[config.mk]
export PLATFORM = sky130hd
export DESIGN_NAME = double_ended_queue_core
export DESIGN_NICKNAME = d
export VERILOG_FILES = /design/src/rtl/dq_pkg.sv /design/src/rtl/dq_cell.sv /design/src/rtl/double_ended_queue_core.sv
export SDC_FILE = /design/constraint.sdc
export NUM_CORES = 1
export LEC_CHECK = 0
export ABC_AREA = 1
export BUFFER_PORTS_ARGS = -buffer_cell sky130_fd_sc_hd__buf_2
export CAP_MARGIN = 20
export CORE_UTILIZATION = 50
export DETAILED_ROUTE_END_ITERATION = 6
export PLACE_DENSITY = 0.66
export SETUP_SLACK_MARGIN = 0.15
export SLEW_MARGIN = 10
export SYNTH_ARGS = -nofsm -noshare
export SYNTH_HDL_FRONTEND = slang
export SYNTH_SLANG_ARGS = --single-unit
[constraint.sdc]
create_clock -name clk_i -period 11.95 [get_ports clk_i]
set_input_delay 1.195 -clock clk_i [delete_from_list [all_inputs] [get_ports clk_i]]
set_output_delay 1.195 -clock clk_i [all_outputs]
set_load 0.01 [all_outputs]
[src/rtl/dq_pkg.sv]
// ----------------------------------------------------------------------------
// dq_pkg: shared types for the double-ended queue
// Request kinds, result status codes and the per-cycle cell control group.
// ----------------------------------------------------------------------------
package dq_pkg;

  localparam int unsigned KindBits   = 3;
  localparam int unsigned StatusBits = 2;

  // Request kinds carried in the low bits of the input tdata
  typedef enum logic [KindBits-1:0] {
    KIND_PUSH_FRONT = 3'd0,
    KIND_PUSH_BACK  = 3'd1,
    KIND_POP_FRONT  = 3'd2,
    KIND_POP_BACK   = 3'd3,
    KIND_PEEK_FRONT = 3'd4
  } kind_e;

  // Result status codes
  typedef enum logic [StatusBits-1:0] {
    STATUS_DONE  = 2'd0,
    STATUS_EMPTY = 2'd1,
    STATUS_FULL  = 2'd2
  } status_e;

  // Operation broadcast to every cell of the chain
  typedef struct packed {
    logic shift_in_front;   // all words move one cell back, new word enters cell 0
    logic shift_out_front;  // all words move one cell forward, cell 0 leaves
    logic append_back;      // first empty cell takes the new word
    logic drop_back;        // last occupied cell empties
  } dq_ctrl_t;

endpackage

[src/rtl/dq_cell.sv]
// ----------------------------------------------------------------------------
// dq_cell: one storage cell of the queue chain
// Holds one word and an occupied flag, and trades its word with its
// neighbors when the queue shifts at the front.
// ----------------------------------------------------------------------------
module dq_cell
  import dq_pkg::*;
#(
  parameter int unsigned WORD_BITS = 32
) (
  input  logic                 clk_i,
  input  logic                 rst_ni,
  input  dq_ctrl_t             ctrl_i,
  input  logic [WORD_BITS-1:0] push_word_i,
  input  logic [WORD_BITS-1:0] prev_word_i,   // neighbor toward the front
  input  logic                 prev_valid_i,
  input  logic [WORD_BITS-1:0] next_word_i,   // neighbor toward the back
  input  logic                 next_valid_i,
  output logic [WORD_BITS-1:0] word_o,
  output logic                 valid_o,
  output logic [WORD_BITS-1:0] tail_word_o    // own word if this cell is the back
);

  logic [WORD_BITS-1:0] word_q, word_d;
  logic                 valid_q, valid_d;
  logic                 is_tail;

  assign is_tail = valid_q & ~next_valid_i;

  // Select the next contents from the broadcast operation
  always_comb begin
    word_d  = word_q;
    valid_d = valid_q;
    if (ctrl_i.shift_in_front) begin
      word_d  = prev_word_i;
      valid_d = prev_valid_i;
    end else if (ctrl_i.shift_out_front) begin
      word_d  = next_word_i;
      valid_d = next_valid_i;
    end else if (ctrl_i.append_back) begin
      if (!valid_q && prev_valid_i) begin
        word_d  = push_word_i;
        valid_d = 1'b1;
      end
    end else if (ctrl_i.drop_back) begin
      if (is_tail) begin
        valid_d = 1'b0;
      end
    end
  end

  // Hold the occupied flag
  always_ff @(posedge clk_i or negedge rst_ni) begin
    if (!rst_ni) begin
      valid_q <= 1'b0;
    end else begin
      valid_q <= valid_d;
    end
  end

  // Hold the word
  always_ff @(posedge clk_i) begin
    word_q <= word_d;
  end

  assign word_o      = word_q;
  assign valid_o     = valid_q;
  assign tail_word_o = is_tail ? word_q : '0;

endmodule

[src/rtl/double_ended_queue_core.sv]
// ----------------------------------------------------------------------------
// double_ended_queue_core: bounded double-ended queue of signed words
// A chain of cells with the front word always in cell 0. Pushes and pops
// at the front shift the whole chain; the back end is found by each cell
// from its own and its neighbor's occupied flag.
//
//   channel   direction  tdata (low bit up)                 tuser  tlast
//   s_axis    in         kind, value                        -      -
//   m_axis    out        word, status, occupancy            -      -
//
// One request is taken per cycle while the output is not stalled; each gives
// one result in the next cycle. The chain updates as a request is taken, so
// the next request sees the new state at once. The result register frees
// when m_axis_tready is high, so a stalled output holds back s_axis_tready.
// Reset empties the queue immediately; no clearing pass is needed.
// ----------------------------------------------------------------------------
module double_ended_queue_core
  import dq_pkg::*;
#(
  parameter int unsigned DEPTH     = 16,
  parameter int unsigned WORD_BITS = 32,
  localparam int unsigned CountBits = $clog2(DEPTH + 1),
  localparam int unsigned InBits    = KindBits + WORD_BITS,
  localparam int unsigned InBytes   = (InBits + 7) / 8,
  localparam int unsigned OutBits   = WORD_BITS + StatusBits + CountBits,
  localparam int unsigned OutBytes  = (OutBits + 7) / 8
) (
  input  logic                  clk_i,
  input  logic                  rst_ni,
  input  logic                  s_axis_tvalid,
  output logic                  s_axis_tready,
  input  logic [InBytes*8-1:0]  s_axis_tdata,   // kind, value
  output logic                  m_axis_tvalid,
  input  logic                  m_axis_tready,
  output logic [OutBytes*8-1:0] m_axis_tdata    // word, status, occupancy
);

  // Decode the incoming transaction
  logic                 in_accept;
  kind_e                kind;
  logic [WORD_BITS-1:0] value;

  assign in_accept = s_axis_tvalid & s_axis_tready;
  assign kind      = kind_e'(s_axis_tdata[KindBits-1:0]);
  assign value     = s_axis_tdata[KindBits +: WORD_BITS];

  // Cell chain
  dq_ctrl_t             ctrl;
  logic [WORD_BITS-1:0] cell_word [DEPTH];
  logic [WORD_BITS-1:0] cell_tail [DEPTH];
  logic [DEPTH-1:0]     cell_valid;

  for (genvar i = 0; i < DEPTH; i++) begin : g_cell
    logic [WORD_BITS-1:0] prev_word, next_word;
    logic                 prev_valid, next_valid;

    if (i == 0) begin : g_head
      assign prev_word  = value;
      assign prev_valid = 1'b1;
    end else begin : g_mid_prev
      assign prev_word  = cell_word[i-1];
      assign prev_valid = cell_valid[i-1];
    end

    if (i == DEPTH - 1) begin : g_end
      assign next_word  = '0;
      assign next_valid = 1'b0;
    end else begin : g_mid_next
      assign next_word  = cell_word[i+1];
      assign next_valid = cell_valid[i+1];
    end

    dq_cell #(
      .WORD_BITS(WORD_BITS)
    ) u_cell (
      .clk_i       (clk_i),
      .rst_ni      (rst_ni),
      .ctrl_i      (ctrl),
      .push_word_i (value),
      .prev_word_i (prev_word),
      .prev_valid_i(prev_valid),
      .next_word_i (next_word),
      .next_valid_i(next_valid),
      .word_o      (cell_word[i]),
      .valid_o     (cell_valid[i]),
      .tail_word_o (cell_tail[i])
    );
  end

  // Gather the back word: at most one cell drives a nonzero tail word
  logic [WORD_BITS-1:0] back_word;
  always_comb begin
    back_word = '0;
    for (int i = 0; i < DEPTH; i++) begin
      back_word = back_word | cell_tail[i];
    end
  end

  // Occupancy and request handling
  logic [CountBits-1:0] count_q, count_d;
  logic                 is_full, is_empty;
  logic [WORD_BITS-1:0] res_word;
  status_e              res_status;

  assign is_full  = (count_q == CountBits'(DEPTH));
  assign is_empty = (count_q == '0);

  always_comb begin
    ctrl       = '0;
    count_d    = count_q;
    res_word   = '0;
    res_status = STATUS_DONE;
    unique case (kind)
      KIND_PUSH_FRONT: begin
        if (is_full) begin
          res_status = STATUS_FULL;
        end else begin
          ctrl.shift_in_front = in_accept;
          count_d             = count_q + CountBits'(1);
        end
      end
      KIND_PUSH_BACK: begin
        if (is_full) begin
          res_status = STATUS_FULL;
        end else begin
          ctrl.append_back = in_accept;
          count_d          = count_q + CountBits'(1);
        end
      end
      KIND_POP_FRONT: begin
        if (is_empty) begin
          res_status = STATUS_EMPTY;
        end else begin
          res_word             = cell_word[0];
          ctrl.shift_out_front = in_accept;
          count_d              = count_q - CountBits'(1);
        end
      end
      KIND_POP_BACK: begin
        if (is_empty) begin
          res_status = STATUS_EMPTY;
        end else begin
          res_word       = back_word;
          ctrl.drop_back = in_accept;
          count_d        = count_q - CountBits'(1);
        end
      end
      KIND_PEEK_FRONT: begin
        if (is_empty) begin
          res_status = STATUS_EMPTY;
        end else begin
          res_word = cell_word[0];
        end
      end
      default: begin
        // unknown kinds leave the queue as it is
      end
    endcase
  end

  // Advance the occupancy count on each accepted transaction
  always_ff @(posedge clk_i or negedge rst_ni) begin
    if (!rst_ni) begin
      count_q <= '0;
    end else if (in_accept) begin
      count_q <= count_d;
    end
  end

  // Result register
  logic                  out_valid_q, out_valid_d;
  logic [OutBytes*8-1:0] out_data_q, out_data_d;

  assign s_axis_tready = ~out_valid_q | m_axis_tready;

  always_comb begin
    out_valid_d = out_valid_q;
    if (in_accept) begin
      out_valid_d = 1'b1;
    end else if (m_axis_tready) begin
      out_valid_d = 1'b0;
    end
    out_data_d = '0;
    out_data_d[WORD_BITS-1:0]                      = res_word;
    out_data_d[WORD_BITS +: StatusBits]             = res_status;
    out_data_d[WORD_BITS + StatusBits +: CountBits] = count_d;
  end

  always_ff @(posedge clk_i or negedge rst_ni) begin
    if (!rst_ni) begin
      out_valid_q <= 1'b0;
    end else begin
      out_valid_q <= out_valid_d;
    end
  end

  always_ff @(posedge clk_i) begin
    if (in_accept) begin
      out_data_q <= out_data_d;
    end
  end

  assign m_axis_tvalid = out_valid_q;
  assign m_axis_tdata  = out_data_q;

`ifndef SYNTHESIS
  // Count matches the number of occupied cells
  a_count_matches_cells: assert property (@(posedge clk_i) disable iff (!rst_ni)
    $countones(cell_valid) == int'(count_q))
    else $error("occupancy count disagrees with occupied cells");

  // Occupied cells form an unbroken run from the front
  a_cells_packed: assert property (@(posedge clk_i) disable iff (!rst_ni)
    ((cell_valid + DEPTH'(1)) & cell_valid) == '0)
    else $error("gap in occupied cells");

  // A push into a full queue leaves the count unchanged
  a_full_push_dropped: assert property (@(posedge clk_i) disable iff (!rst_ni)
    (in_accept && is_full &&
     (kind == KIND_PUSH_FRONT || kind == KIND_PUSH_BACK)) |=> $stable(count_q))
    else $error("push into full queue changed the count");

  // Count never exceeds the depth
  a_count_bounded: assert property (@(posedge clk_i) disable iff (!rst_ni)
    count_q <= CountBits'(DEPTH))
    else $error("occupancy beyond depth");
`endif

endmodule
==> flow_metrics.py, run 1 <==
metrics = {
    "run_status": {
        "status": "complete, no violations",
    },
    "global_routing": {
        "track_usage": 0.3084,
        "gr-total-overflow": 0,
        "antenna_found_initial": 0,
        "grt_max_degree": 214,
        "grt_pass1_vias": 22760,
        "grt_pass1_wl_mm": 139.1,
    },
    "cts": {
        "cts_root_buf": "clkbuf_16",
        "cts_tree": "yes",
        "cts_made_buffers": 60,
        "cts_resized": 0,
        "ctsLongestPathBuffers": 3,
        "cts_sinks": 573,
        "cts_setup_buffers": 0,
        "cts-hold-fix-buffers": 0,
        "clkLatencyLatePin_ns": 0.63,
        "path_clk_slew_ns": 0.06,
        "h-tree-depth": 2,
    },
    "timing": {
        "finalClockSkew_ns": 0.01941,
        "timing.final.crit_share": 0.4564,
        "report.final.slew_viol_count": 0,
        "setup_viol": 0,
        "timing.fmax_ghz": 0.1834,
        "tns_ns": 0,
        "grt_setup_unrepaired": "false",
        "hold_viol": 0,
        "worst_pin_slew_ns": 1.090,
        "finalCriticalPeriod_ns": 5.453,
        "slew_headroom": 0.2730,
    },
    "layout": {
        "insertedDiodeCount": 0,
        "final_area_um2": 32120,
        "area_delta_synth_final_pct": 9.832,
        "fin_cells": 3720,
        "nNetsFinal": 2954,
        "drive_above_1_share": 0.09577,
    },
    "worst_setup_path": {
        "reg2reg_from": "count_q[0]$_DFFE_PN0P_",
        "critPathKind": "register to register",
        "critPathMaxFanout": 46,
        "start_kind": "register",
        "reg2reg_depth": 9,
        "end_kind": "register",
        "cp.required_ns": 12.28,
        "arrival_ns": 5.79,
        "r2r_end": "g_cell[5].u_cell.word_o[22]$_DFFE_PP_",
        "rrSetupSlack_ns": 6.50,
    },
    "route": {
        "via_count": 24110,
        "first_pass_iters": 7,
        "drt-total-wl_mm": 93.22,
        "wl_per_cell_um": 25.06,
        "vias_per_cell": 6.480,
        "first_iter_violations": 3764,
        "post-route-drc-count": 0,
        "drt.antenna.violating_nets": 0,
    },
    "pwr": {
        "power_density_nw_per_um2": 162.9,
        "p_leak_nw": 12.51,
        "ir_drop_uv": 105.5,
    },
    "floorplanning": {
        "start_util": 0.5069,
        "die-area_um2": 59460,
        "ioPinCount": 86,
        "rows": 88,
        "die_w_um": 243.8,
        "design.core.area_um2": 57700,
        "die_h_um": 243.8,
    },
    "placed_design": {
        "place_congestion": 0.8352,
        "post_dp_cell_area_um2": 30180,
        "dpl.hpwl_mm": 48.85,
        "place_inst": 3609,
        "numPortBuffers": 79,
    },
    "logic_synthesis": {
        "synth_ff_type": "edfxtp_1",
        "ys_types": 34,
        "synth_nets": 2977,
        "ys_top_cells_by_count": "551 x edfxtp_1, 541 x nand2_1, 461 x inv_1, 319 x o221ai_1, 196 x o22ai_1",
        "synth-seq-cells": 573,
        "synthTopCellsByArea": "edfxtp_1 57%, o221ai_1 9.6%, nand2_1 6.9%",
        "syn_inst": 2931,
        "yosys.area.top_type": "edfxtp_1",
        "synth_most_common_cell": "edfxtp_1",
        "synth_top_cell_area_share": 0.5658,
        "synth_edf_count": 551,
        "synth_warnings": 0,
        "async_flop_share": 0.03839,
        "synth.avg_cell_area_um2": 9.977,
        "ys_seq_area_frac": 0.5846,
        "synth_area_um2": 29240,
    },
    "job": {
        "cap_violations": 0,
    },
    "min_path": {
        "worstHoldPathType": "input pin to async pin",
    },
}
[state kept, by name, summed over array words and instances, names as in the netlist]
| register | flops |
|---|---|
| g_cell.u_cell.word_o | 512 |
| m_axis_tvalid | 1 |
| g_cell.u_cell.valid_o | 16 |
| count_q | 5 |
| m_axis_tdata | 39 |
[cells by family after synthesis]
family	count (synthesis)	synth area share
AOI/OAI and AO/OA	714	0.1788
adders and majority gates	2	0.0008556
other	1	0.0001282
xor gates and xnor gates	2	0.0005991
and+or+nand+nor	957	0.1399
buffers and inverters	682	0.09507
DFF	573	0.5846
[stage by stage]
step / hold slack, ns / worst slack [ns] / util / total power [mW]
after CTS: 0.5576 / 6.551 / 0.5557 / 5.225
after global routing: 0.5861 / 6.405 / 0.5567 / 5.387
after floorplan: 0.5027 / 7.266 / - / 3.059
after detailed placement: 0.5534 / 6.451 / 0.5230 / 3.399
after global placement: 0.5450 / 6.548 / 0.5229 / 3.378
final: 0.5572 / 6.497 / 0.5567 / 5.233
[placed cells by master, fill, tap and decap left out]
cell type / n
edfxtp_1: 551
nand2_1: 531
inv_1: 458
o221ai_1: 319
o22ai_1: 196
nand3_1: 191
nor2_1: 173
o211ai_1: 84
buf_2: 79
o21ai_0: 61
clkbuf_16: 61
buf_4: 48
o21ai_1: 37
nand2_2: 23
dfrtp_1: 22
clkinv_1: 21
nand2_4: 19
o21ai_4: 15
clkbuf_1: 12
clkinv_2: 11
bufinv_16: 6
nand4_1: 5
nor3_1: 5
nor2_4: 4
inv_2: 4
nand3_2: 2
nand3_4: 2
ha_1: 2
buf_16: 2
nand2_8: 1
a21oi_4: 1
nor2_2: 1
inv_4: 1
xnor2_1: 1
xor2_1: 1
a21oi_1: 1
conb_1: 1
inv_6: 1
clkinvlp_4: 1
buf_12: 1
[final cells by class]
type                            count  area, µm²
Inverter                          467       1755
Clock inverter                     36      315.3
Clock buffer                       73       1572
Multi-Input combinational cell   1676       9592
Sequential cell                   573      17100
Fill cell                        5011      25580
Tap cell                          765      957.2
Timing Repair Buffer              130      830.8
[worst max-delay path: stages, from the launching register on]
cell and delay [ns]:
dfrtp_1 0.43, inv_1 0.13, ha_1 0.32, nand3_4 0.74, nand3_4 0.86, nand2_2 0.16, inv_4 0.52, buf_4 0.86
o21ai_4 0.54, buf_4 0.44
[worst max-delay path by stage]
stage | startpoint | end
6_report | count_q[0]$_DFFE_PN0P_ | g_cell[5].u_cell.word_o[22]$_DFFE_PP_
2_1_floorplan | m_axis_tready | g_cell[0].u_cell.word_o[0]$_DFFE_PP_
4_1_cts | count_q[0]$_DFFE_PN0P_ | g_cell[5].u_cell.word_o[22]$_DFFE_PP_
3_5_place_dp | m_axis_tready | g_cell[2].u_cell.word_o[24]$_DFFE_PP_
5_1_grt | count_q[1]$_DFFE_PN0P_ | g_cell[5].u_cell.word_o[22]$_DFFE_PP_
3_3_place_gp | s_axis_tvalid | g_cell[2].u_cell.word_o[24]$_DFFE_PP_
[power by group]
part | internal (mW) | total (mW) | switching (mW)
sequential | 2.39 | 2.45 | 0.0570
combinational | 0.245 | 0.938 | 0.693
clock | 1.05 | 1.85 | 0.794
total | 3.69 | 5.23 | 1.54
[layer usage]
| metal | global-route usage | routed length, µm |
|---|---|---|
| met5 | 0 | 0 |
| met3 | 0.06378 | 11660 |
| met2 | 0.4623 | 40920 |
| met1 | 0.4342 | 36200 |
| met4 | 0.1322 | 4445 |
(Power assumes the default switching activity.)
==> run 2: changes to the inputs <==
- ABC_AREA: 1 -> 0
- clock period: 11.95 -> 5.3 ns (I/O delays scaled with it)
==> run 2 against run 1 <==
  * Synthesized cell count is 26% lower
  * Critical path depth stayed put
  * Fmax is 42% higher
  * Global-route usage is 1.2 points higher
  * Final cell count is 22% lower
  * Via count is 9.1% lower
  * Critical endpoint is now g_cell[6].u_cell.word_o[30]$_DFFE_PP_
  * Largest cell class unchanged
  * Highest routed layer unchanged
==> flow_metrics.py, run 2 <==
metrics = {
    "run_status": {
        "status": "complete, no violations",
    },
    "logic_synthesis": {
        "synth_warnings": 0,
        "syn_inst": 2157,
        "synth.avg_cell_area_um2": 13.25,
        "synth_nets": 2203,
        "synth_area_um2": 28580,
        "synth-seq-cells": 573,
        "async_flop_share": 0.03839,
        "synth_ff_type": "edfxtp_1",
        "synth_most_common_cell": "edfxtp_1",
        "yosys.area.top_type": "edfxtp_1",
        "ys_types": 49,
        "synth_edf_count": 551,
        "synthTopCellsByArea": "edfxtp_1 58%, a221o_1 16%, nand2_1 3.3%",
        "ys_seq_area_frac": 0.5981,
        "synth_top_cell_area_share": 0.5788,
        "ys_top_cells_by_count": "551 x edfxtp_1, 453 x a221o_1, 253 x nand2_1, 172 x clkbuf_1, 94 x a22o_1",
    },
    "layout": {
        "fin_cells": 2887,
        "fin_util": 0.5545,
        "final_cell_mix": "551 x edfxtp_1, 453 x a221o_1, 250 x nand2_1",
        "fill_cells": 4622,
        "drive_above_1_share": 0.1511,
        "nNetsFinal": 2127,
        "largest_register_ff_count": 512,
        "area_delta_synth_final_pct": 9.376,
        "insertedDiodeCount": 0,
        "layout_commonest_cell": "edfxtp_1",
        "final_area_um2": 31270,
    },
    "cts": {
        "clkLatencyLatePin_ns": 0.64,
        "h-tree-depth": 2,
        "cts_sinks": 573,
        "path_clk_slew_ns": 0.07,
        "ctsLongestPathBuffers": 3,
        "cts_made_buffers": 60,
        "cts_root_buf": "clkbuf_16",
        "cts_tree": "yes",
        "cts_setup_buffers": 0,
    },
    "timing": {
        "slew_headroom": 0.09582,
        "finalCriticalPeriod_ns": 3.853,
        "hold_viol": 0,
        "grt_setup_unrepaired": "false",
        "worst_pin_slew_ns": 1.356,
        "report.final.slew_viol_count": 0,
        "tns_ns": 0,
        "timing.final.crit_share": 0.7270,
        "worst_slack_ns": 1.447,
        "setup_viol": 0,
        "finalClockSkew_ns": 0.01427,
        "timing.fmax_ghz": 0.2595,
    },
    "worst_setup_path": {
        "cp.required_ns": 5.57,
        "start_kind": "register",
        "critPathKind": "register to register",
        "reg2reg_from": "count_q[0]$_DFFE_PN0P_",
        "critPathMaxFanout": 26,
        "r2r_end": "g_cell[6].u_cell.word_o[30]$_DFFE_PP_",
        "rrSetupSlack_ns": 1.45,
        "setup.worst_path.start": "count_q[0]$_DFFE_PN0P_",
        "endpoint": "g_cell[6].u_cell.word_o[30]$_DFFE_PP_",
        "reg2reg_depth": 9,
        "end_kind": "register",
        "arrival_ns": 4.12,
    },
    "floorplanning": {
        "design.core.area_um2": 56390,
        "start_util": 0.5069,
        "rows": 87,
        "die_w_um": 241.1,
        "ioPinCount": 86,
        "die_h_um": 241.1,
        "die-area_um2": 58130,
    },
    "min_path": {
        "worstHoldPathType": "input pin to register",
        "hold_start": "s_axis_tvalid",
    },
    "global_routing": {
        "antenna_found_initial": 1,
        "grt_pass1_wl_mm": 136.7,
        "gr-total-overflow": 0,
        "grt_pass1_vias": 20420,
        "grt_max_degree": 268,
        "track_usage": 0.3203,
    },
    "placed_design": {
        "place_inst": 2773,
        "numPortBuffers": 79,
        "place_congestion": 0.8638,
        "dpl.hpwl_mm": 49.61,
        "preCtsSetupSlack_ns": 1.543,
        "post_dp_cell_area_um2": 29230,
    },
    "job": {
        "cap_violations": 0,
    },
    "route": {
        "via_count": 21910,
        "post-route-drc-count": 0,
        "drt-total-wl_mm": 93.98,
        "first_pass_iters": 6,
        "wl_per_cell_um": 32.55,
        "first_iter_violations": 3769,
        "drt.antenna.violating_nets": 0,
        "vias_per_cell": 7.591,
    },
    "pwr": {
        "ir_drop_uv": 275.9,
        "power_density_nw_per_um2": 378.6,
        "p_leak_nw": 10.59,
    },
}
run 2: changes by cell type after synthesis, sizes merged, moves of 49 or more:
cell    change
clkbuf     +49
a22o       +94
o21ai      -50
a221o     +453
o22ai     -142
nand3     -189
o221ai    -318
nor2      -131
a221oi     +83
nand2     -321
inv       -462
o211ai     -84
run 2: where the power goes:
part / switching, mW / internal [mW]
logic: 1.16 / 0.692
registers: 0.225 / 5.32
clock network: 1.85 / 2.59
run 2: routing by layer:
metal | vias to the layer above | track usage | part of all wire
li1 | 8943 | - | -
met5 | - | 0 | 0
met4 | 0 | 0.1406 | 0.046
met1 | 10930 | 0.4523 | 0.38
met2 | 1749 | 0.4734 | 0.44
met3 | 297 | 0.07194 | 0.13
run 2: stage by stage:
step | hold slack (ns) | total power [mW]
2_1_floorplan | 0.2344 | 6.801
3_3_place_gp | 0.5099 | 7.376
3_5_place_dp | 0.5299 | 7.426
4_1_cts | 0.08775 | 11.81
5_1_grt | 0.1068 | 12.13
6_report | 0.09949 | 11.84
run 2: worst max-delay path, cell delays in order (launching register included):
cell and delay (ns):
dfrtp_1 0.41, inv_1 0.10, ha_1 0.28, and4bb_1 0.26
nand2b_4 0.27, nor2_1 0.41, nand2_1 0.49, buf_8 0.34
o21ai_4 0.30, buf_4 0.59
run 2: logic make-up (layout without fill, tap and decap cells):
family          Yosys count  count (layout)  share of synthesized area
fa+ha+maj                 2               2                  0.0008753
buf+inv                 288             262                    0.05747
other cells               1               1                  0.0001312
xor+xnor                  3               3                  0.0009194
flops                   573             573                     0.5981
compound gates          845             845                     0.2613
mux                      19              19                   0.007354
simple gates            426             426                    0.07384
run 2: cell type report:
cell class                 instances  area [µm²]  share of cell area
multi-input combinational       1296       10100              0.3229
tap                              756       945.9             0.03025
inverter                           4       15.01           0.0004802
timing repair buffer             146        1091             0.03490
clock buffer                      73        1572             0.05026
clock inverter                    39       447.9             0.01433
sequential                       573       17100              0.5469
run 2: worst min-delay path by stage:
stage	to	slack (ns)	cells past startpoint
final	m_axis_tvalid$_DFFE_PN0P_	0.1	2
after global routing	m_axis_tvalid$_DFFE_PN0P_	0.11	2
after CTS	m_axis_tvalid$_DFFE_PN0P_	0.09	2
after detailed placement	m_axis_tvalid$_DFFE_PN0P_	0.53	2
after global placement	m_axis_tvalid$_DFFE_PN0P_	0.51	2
after floorplan	count_q[0]$_DFFE_PN0P_	0.23	0
run 2: what timing repair did:
action | in CTS | in global routing
hold endpoints to repair | 22 | 0
gates resized for setup | 0 | 0
hold buffers | 1 | 0
